$ cat src/hw/rtl/dwmd_pkg.sv
// ----------------------------------------------------------------------------
// dwmd_pkg
// Shared constants and types of the distinct window marker detector.
// ----------------------------------------------------------------------------
package dwmd_pkg;

    localparam int MAX_WINDOW_DEF    = 16;
    localparam int POSITION_BITS_DEF = 24;

    // window_size register
    localparam int             CFG_W             = 5;
    localparam logic [CFG_W-1:0] WINDOW_SIZE_RESET = 5'd4;

    // register index taken from paddr[2]
    localparam logic REG_WINDOW_SIZE = 1'b0;

    // control from the stream logic to the window tracker
    typedef struct packed {
        logic step;   // take the current byte into the window
        logic clear;  // restart the window for a new stream
    } win_ctrl_t;

endpackage

$ cat src/hw/rtl/dwmd_window.sv
// ----------------------------------------------------------------------------
// dwmd_window
// Byte history and length of the all-distinct run ending at the newest byte.
// ----------------------------------------------------------------------------
module dwmd_window #(
    parameter int   MAX_WINDOW = dwmd_pkg::MAX_WINDOW_DEF,
    localparam int  LW = $clog2(MAX_WINDOW + 1),
    localparam int  NW = (LW > dwmd_pkg::CFG_W) ? LW : dwmd_pkg::CFG_W
) (
    input  logic                clk,
    input  logic                rst_n,
    input  dwmd_pkg::win_ctrl_t ctrl,
    input  logic [7:0]          data_byte,
    input  logic [NW-1:0]       window_len,
    output logic                hit
);
    import dwmd_pkg::*;

    logic [7:0]    hist_reg [MAX_WINDOW];
    logic [LW-1:0] run_reg;
    logic [LW-1:0] run_next;
    logic [LW:0]   run_inc;
    logic [LW:0]   run_cap;
    logic [LW:0]   run_new;

    // nearest earlier copy of the byte limits the distinct run
    always_comb
    begin
        run_cap = (LW+1)'(MAX_WINDOW);
        for (int i = MAX_WINDOW - 1; i >= 0; i--)
        begin
            if (hist_reg[i] == data_byte)
            begin
                run_cap = (LW+1)'(i + 1);
            end
        end
        run_inc = {1'b0, run_reg} + 1'b1;
        run_new = (run_inc < run_cap) ? run_inc : run_cap;
        hit     = ((NW+1)'(run_new) >= (NW+1)'(window_len));
        if (ctrl.clear)
        begin
            run_next = '0;
        end
        else if (ctrl.step)
        begin
            run_next = run_new[LW-1:0];
        end
        else
        begin
            run_next = run_reg;
        end
    end

    always_ff @(posedge clk or negedge rst_n)
    begin
        if (!rst_n)
        begin
            run_reg <= '0;
        end
        else
        begin
            run_reg <= run_next;
        end
    end

    // newest byte at index 0; stale bytes are masked by the run length
    always_ff @(posedge clk)
    begin
        if (ctrl.step && !ctrl.clear)
        begin
            hist_reg[0] <= data_byte;
            for (int i = 1; i < MAX_WINDOW; i++)
            begin
                hist_reg[i] <= hist_reg[i-1];
            end
        end
    end

endmodule

$ cat src/hw/rtl/distinct_window_marker_detector.sv
// ----------------------------------------------------------------------------
// distinct_window_marker_detector
// Finds the first point of a byte stream where the last window_size bytes
// are all different and reports its position, else the stream length.
// ----------------------------------------------------------------------------
// result: each byte is held in the input register, then its result in the result register
// throughput: one byte per cycle while the output is not held off; the byte is
//   compared against the whole history register in one pass, so the run length updates with each step
// reset: window_size returns to 4, the stream state clears at once, no
//   clearing pass; a window_size write also restarts the stream
module distinct_window_marker_detector #(
    parameter int MAX_WINDOW    = dwmd_pkg::MAX_WINDOW_DEF,
    parameter int POSITION_BITS = dwmd_pkg::POSITION_BITS_DEF
) (
    input  logic                                 clk,
    input  logic                                 rst_n,
    // slave stream
    input  logic                                 s_tvalid,
    output logic                                 s_tready,
    input  logic [7:0]                           s_tdata,  // [7:0] data_byte
    input  logic                                 s_tlast,  // end_of_stream
    // master stream
    output logic                                 m_tvalid,
    input  logic                                 m_tready,
    output logic [8*((POSITION_BITS+7)/8)-1:0]   m_tdata,  // position, zero padded
    output logic                                 m_tuser,  // [0] marker_found
    // configuration
    input  logic                                 psel,
    input  logic                                 penable,
    input  logic                                 pwrite,
    input  logic [2:0]                           paddr,
    input  logic [31:0]                          pwdata,
    output logic [31:0]                          prdata,
    output logic                                 pready
);
    import dwmd_pkg::*;

    localparam int LW = $clog2(MAX_WINDOW + 1);
    localparam int NW = (LW > CFG_W) ? LW : CFG_W;
    localparam int DW = 8 * ((POSITION_BITS + 7) / 8);

    logic [CFG_W-1:0]         ws_reg;
    logic                     in_valid_reg;
    logic [7:0]               in_byte_reg;
    logic                     in_last_reg;
    logic [POSITION_BITS-1:0] seen_reg;
    logic [POSITION_BITS-1:0] seen_inc;
    logic                     done_reg;
    logic                     out_valid_reg;
    logic                     out_found_reg;
    logic [POSITION_BITS-1:0] out_pos_reg;

    logic                     cfg_write;
    logic                     advance;
    logic                     hit;
    logic                     found;
    logic                     produce;
    logic [NW-1:0]            ws_ext;
    logic [NW-1:0]            window_len;
    win_ctrl_t                win_ctrl;

    assign pready    = 1'b1;
    assign cfg_write = psel && penable && pwrite && pready;
    assign prdata    = (paddr[2] == REG_WINDOW_SIZE) ? 32'(ws_reg) : 32'd0;

    always_ff @(posedge clk or negedge rst_n)
    begin
        if (!rst_n)
        begin
            ws_reg <= WINDOW_SIZE_RESET;
        end
        else if (cfg_write && paddr[2] == REG_WINDOW_SIZE)
        begin
            ws_reg <= pwdata[CFG_W-1:0];
        end
    end

    // zero acts as one, large values clip to the history depth
    always_comb
    begin
        ws_ext = NW'(ws_reg);
        if (ws_reg == '0)
        begin
            window_len = NW'(1);
        end
        else if (ws_ext > NW'(MAX_WINDOW))
        begin
            window_len = NW'(MAX_WINDOW);
        end
        else
        begin
            window_len = ws_ext;
        end
    end

    assign advance  = in_valid_reg && (!out_valid_reg || m_tready);
    assign s_tready = !in_valid_reg || advance;

    assign seen_inc = (seen_reg == '1) ? seen_reg : seen_reg + 1'b1;
    assign found    = advance && !done_reg && hit;
    assign produce  = advance && !done_reg && (hit || in_last_reg);

    assign win_ctrl.step  = advance && !done_reg;
    assign win_ctrl.clear = (advance && in_last_reg) || cfg_write;

    dwmd_window #(
        .MAX_WINDOW (MAX_WINDOW)
    ) u_window (
        .clk        (clk),
        .rst_n      (rst_n),
        .ctrl       (win_ctrl),
        .data_byte  (in_byte_reg),
        .window_len (window_len),
        .hit        (hit)
    );

    // input register
    always_ff @(posedge clk or negedge rst_n)
    begin
        if (!rst_n)
        begin
            in_valid_reg <= 1'b0;
        end
        else if (s_tready)
        begin
            in_valid_reg <= s_tvalid;
        end
    end

    always_ff @(posedge clk)
    begin
        if (s_tvalid && s_tready)
        begin
            in_byte_reg <= s_tdata;
            in_last_reg <= s_tlast;
        end
    end

    // stream state
    always_ff @(posedge clk or negedge rst_n)
    begin
        if (!rst_n)
        begin
            seen_reg <= '0;
            done_reg <= 1'b0;
        end
        else if (win_ctrl.clear)
        begin
            seen_reg <= '0;
            done_reg <= 1'b0;
        end
        else if (win_ctrl.step)
        begin
            seen_reg <= seen_inc;
            done_reg <= found;
        end
    end

    // result register
    always_ff @(posedge clk or negedge rst_n)
    begin
        if (!rst_n)
        begin
            out_valid_reg <= 1'b0;
        end
        else if (produce)
        begin
            out_valid_reg <= 1'b1;
        end
        else if (m_tready)
        begin
            out_valid_reg <= 1'b0;
        end
    end

    always_ff @(posedge clk)
    begin
        if (produce)
        begin
            out_found_reg <= hit;
            out_pos_reg   <= seen_inc;
        end
    end

    assign m_tvalid = out_valid_reg;
    assign m_tuser  = out_found_reg;
    assign m_tdata  = DW'(out_pos_reg);

    // a marker is always reported on the cycle it is latched
    a_done_reports: assert property (@(posedge clk) disable iff (!rst_n)
        $rose(done_reg) |-> out_valid_reg && out_found_reg)
        else $error("marker latched without a found result");

    // bytes after the marker never create a result
    a_done_silent: assert property (@(posedge clk) disable iff (!rst_n)
        advance && done_reg |=> !out_valid_reg)
        else $error("result produced after marker");

    // a byte inside a stream before the marker always advances the length counter
    a_seen_counts: assert property (@(posedge clk) disable iff (!rst_n)
        advance && !in_last_reg && !done_reg && !cfg_write |=> seen_reg != '0)
        else $error("stream length not counted");

    // a clear leaves the stream re-armed
    a_clear_rearms: assert property (@(posedge clk) disable iff (!rst_n)
        win_ctrl.clear |=> !done_reg && seen_reg == '0)
        else $error("stream state not cleared");

endmodule

$ cat config.mk
export PLATFORM = sky130hd
export DESIGN_NAME = distinct_window_marker_detector
export DESIGN_NICKNAME = d
export VERILOG_FILES = /design/src/hw/rtl/dwmd_pkg.sv /design/src/hw/rtl/dwmd_window.sv /design/src/hw/rtl/distinct_window_marker_detector.sv
export SDC_FILE = /design/constraint.sdc
export NUM_CORES = 1
export LEC_CHECK = 0
export ABC_AREA = 1
export BUFFER_PORTS_ARGS = -buffer_cell sky130_fd_sc_hd__buf_4
export CAP_MARGIN = 20
export CORE_MARGIN = 4
export CORE_UTILIZATION = 25
export DETAILED_ROUTE_END_ITERATION = 10
export PLACE_DENSITY = 0.42
export RECOVER_POWER = 50
export SETUP_SLACK_MARGIN = 0.2
export SYNTH_ARGS = -nofsm -noshare
export SYNTH_HDL_FRONTEND = slang
export SYNTH_SLANG_ARGS = --single-unit
$ cat constraint.sdc
create_clock -name clk -period 15.65 [get_ports clk]
set_clock_uncertainty 0.2 [all_clocks]
set_input_delay 2.3475 -clock clk [delete_from_list [all_inputs] [get_ports clk]]
set_output_delay 2.3475 -clock clk [all_outputs]
set_load 0.01 [all_outputs]
==> flow_summary.ini <==
[final_layout]
largest_reg_flops = 120
fillers = 3787
fin_nets = 975
regArea_um2 = 5550
area_growth_syn_to_layout_pct = 14.0
fin_util = 0.288
multi_input_area_um2 = 3000
design_area_um2 = 10500
drive_gt1_frac = 0.126
final_common_cell = nand2_1
layout_common_cells = 206 x nand2_1, 154 x edfxtp_1, 73 x inv_1, 66 x nor2_1, 54 x xor2_1

[setup_path]
critPathMaxFanout = 21
worstSetupPathType = flip-flop to flip-flop
r2r-start = in_byte_reg[6]$_DFFE_PP_
end_kind = flip-flop
crit_top_cell = inv_1
r2r_slack_ns = 9.39
worst_r2r_endpoint = m_tdata[21]$_DFFE_PP_
critPathRequiredTime_ns = 15.64
max_stage_delay_ns = 0.78
slowest_stage = clkbuf_1
worstRegToRegCells = 26
cp-start-kind = flip-flop
cp.arrival_ns = 6.25

[synthesis]
ys_types = 48
ys_seq_elements = 191
syn-cell-area_um2 = 9220
synth_edf_count = 154
synth_ff_type = edfxtp_1
synth_cells = 858
async_reset_ff_frac = 0.194
ys_seq_area_frac = 0.602
syn_avg_cell_area_um2 = 10.7
ys_warn_count = 0

[floorplan]
dieArea_um2 = 40000
rows = 70
dieHeight_um = 200
ios = 111
core_um2 = 36500
die_x_um = 200
start_util = 0.252

[timing]
hold_viol = 0
fin_crit_sh = 0.400
tns_ns = 0
clock.fmax_mhz = 160
worst-slew-pin-transition_ns = 2.14
layout_min_cycle_time_ns = 6.26
final_max_slew_viol_count = 38
grt_setup_unrepaired = false
slew_headroom = -0.427
hold_ws_ns = 0.269
finalSetupViolCount = 0

[global_route]
grt_pass1_wl_mm = 28.4
grt_start_max_net_pins = 73
antenna_found_initial = 0
grt_pass1_vias = 5421
grt.overflow.total = 0
grt_util_all_layers = 0.0915

[drt]
dr.pass1.iters = 4
drcViolationCount = 0
num_vias = 5549
drt_iter0_drc = 273
avgRoutedWirePerCell_um = 12.6
ant_nets = 0
vias_per_cell = 3.98
postRouteWirelength_mm = 17.5

[placed_design]
finalWeightedCongestion = 0.742
portBuffers = 53
placed_area_um2 = 9970
dp_hpwl_mm = 12.4

[pwr]
peakVddDrop_v = 0.0000785
p_leak_uw = 0.00432
p_per_area_nw_per_um2 = 154
finalPower_uw = 1610

[clock_network]
clock_latency_ns = 0.44
cts_tree = built
postCtsSetupBuffers = 0
clk_pin_slew_ns = 0.08
cts_made_buffers = 17
clk_path_buf_depth = 2
cts_resized = 0
clkSinkCount = 191
cts_root_buf = clkbuf_16
htreeDepth = 4
cts_hold_buf = 0

[status]
violations = capacitance limit, slew limit
outcome = finished with violations

[min_path]
hold_class = flip-flop to flip-flop
hold_end = u_window.hist_reg[0][54]$_DFFE_PP_
min_from = u_window.hist_reg[0][46]$_DFFE_PP_
whs_path_depth = 0

[job]
max_cap_viol_count = 1
==> worst max path at each step <==
| stage | end | start | slack (ns) | cells after the start |
|---|---|---|---|---|
| after global placement | m_tdata[18]$_DFFE_PP_ | in_byte_reg[3]$_DFFE_PP_ | 9.37 | 24 |
| after detailed placement | m_tdata[18]$_DFFE_PP_ | in_byte_reg[3]$_DFFE_PP_ | 9.30 | 24 |
| after global routing | m_tdata[18]$_DFFE_PP_ | in_byte_reg[6]$_DFFE_PP_ | 8.63 | 26 |
| after CTS | m_tdata[11]$_DFFE_PP_ | in_byte_reg[3]$_DFFE_PP_ | 9.25 | 24 |
| final | m_tdata[21]$_DFFE_PP_ | in_byte_reg[6]$_DFFE_PP_ | 9.39 | 26 |
| after floorplan | u_window.hist_reg[0][0]$_DFFE_PP_ | m_tready | 10.56 | 7 |
==> where the power goes <==
part | switching (µW) | internal (µW) | total, µW | leakage (µW)
Sequential | 66.3 | 716 | 782 | 0.00195
Combinational | 242 | 160 | 402 | 0.00208
Clock | 217 | 213 | 429 | 0.000283
==> worst max-delay path, delay by kind of cell (launching register included) <==
kind	cells	cell delay, ns
AO/OA/AOI/OAI	8	1.85
buffers and inverters	7	1.63
flip-flops	1	0.32
adder cells (fa/ha/maj)	2	0.56
AND/OR/NAND/NOR	9	1.36
==> through the flow <==
step,worst slack [ns],cells
final,9.39,1395
after detailed placement,9.30,1361
after CTS,9.25,1393
after floorplan,10.56,884
after global placement,9.37,1361
after global routing,8.63,1394
==> per-layer routing <==
metal | up-vias | track usage | wire [µm]
li1 | 2881 | - | -
met1 | 2587 | 0.128 | 8710
met2 | 71 | 0.140 | 8040
met3 | 10 | 0.0228 | 612
met4 | 0 | 0.0287 | 170
met5 | - | 0 | 0
==> synthesized netlist by cell type, types with 2 or more instances <==
cell type / n / area share
nand2_1: 203 / 0.083
edfxtp_1: 154 / 0.50
inv_1: 73 / 0.030
nor2_1: 61 / 0.025
xor2_1: 54 / 0.051
buf_4: 36 / 0.029
dfrtp_1: 36 / 0.098
xnor2_1: 30 / 0.029
o21ai_0: 17 / 0.0092
inv_2: 16 / 0.0065
nand3_1: 16 / 0.0087
nand4_1: 15 / 0.010
and3b_1: 11 / 0.010
ha_1: 11 / 0.015
nor3b_1: 11 / 0.0090
or2_1: 11 / 0.0075
a21oi_1: 9 / 0.0049
nor3_1: 9 / 0.0049
and3_1: 6 / 0.0041
buf_6: 6 / 0.0073
or2_0: 6 / 0.0041
or2_2: 6 / 0.0041
nand2_2: 5 / 0.0034
nor2_2: 5 / 0.0034
o22ai_1: 5 / 0.0034
and2_1: 4 / 0.0027
clkbuf_1: 4 / 0.0016
nor2_4: 4 / 0.0049
o21ai_1: 4 / 0.0022
a22o_1: 3 / 0.0029
buf_2: 3 / 0.0016
nand3_2: 3 / 0.0033
nor4_1: 3 / 0.0020
a221oi_1: 2 / 0.0019
conb_1: 2 / 0.00081
o21a_1: 2 / 0.0016
==> kinds of logic after synthesis <==
logic type | after synthesis | synth area share
AOI/OAI and AO/OA | 50 | 0.0329
buffers and inverters | 139 | 0.0768
other | 2 | 0.000815
DFF | 191 | 0.602
xor gates and xnor gates | 84 | 0.0798
and+or+nand+nor | 381 | 0.192
adders and majority gates | 11 | 0.0149
==> layout make-up <==
type / instances / area share
Sequential cell: 191 / 0.528
Multi-Input combinational cell: 554 / 0.286
Tap cell: 468 / 0.0557
Timing Repair Buffer: 59 / 0.0426
Clock buffer: 17 / 0.0405
Inverter: 90 / 0.0324
Clock inverter: 15 / 0.0142
Antenna cell: 1 / 0.000238
Power figures use the tool's default switching activity.
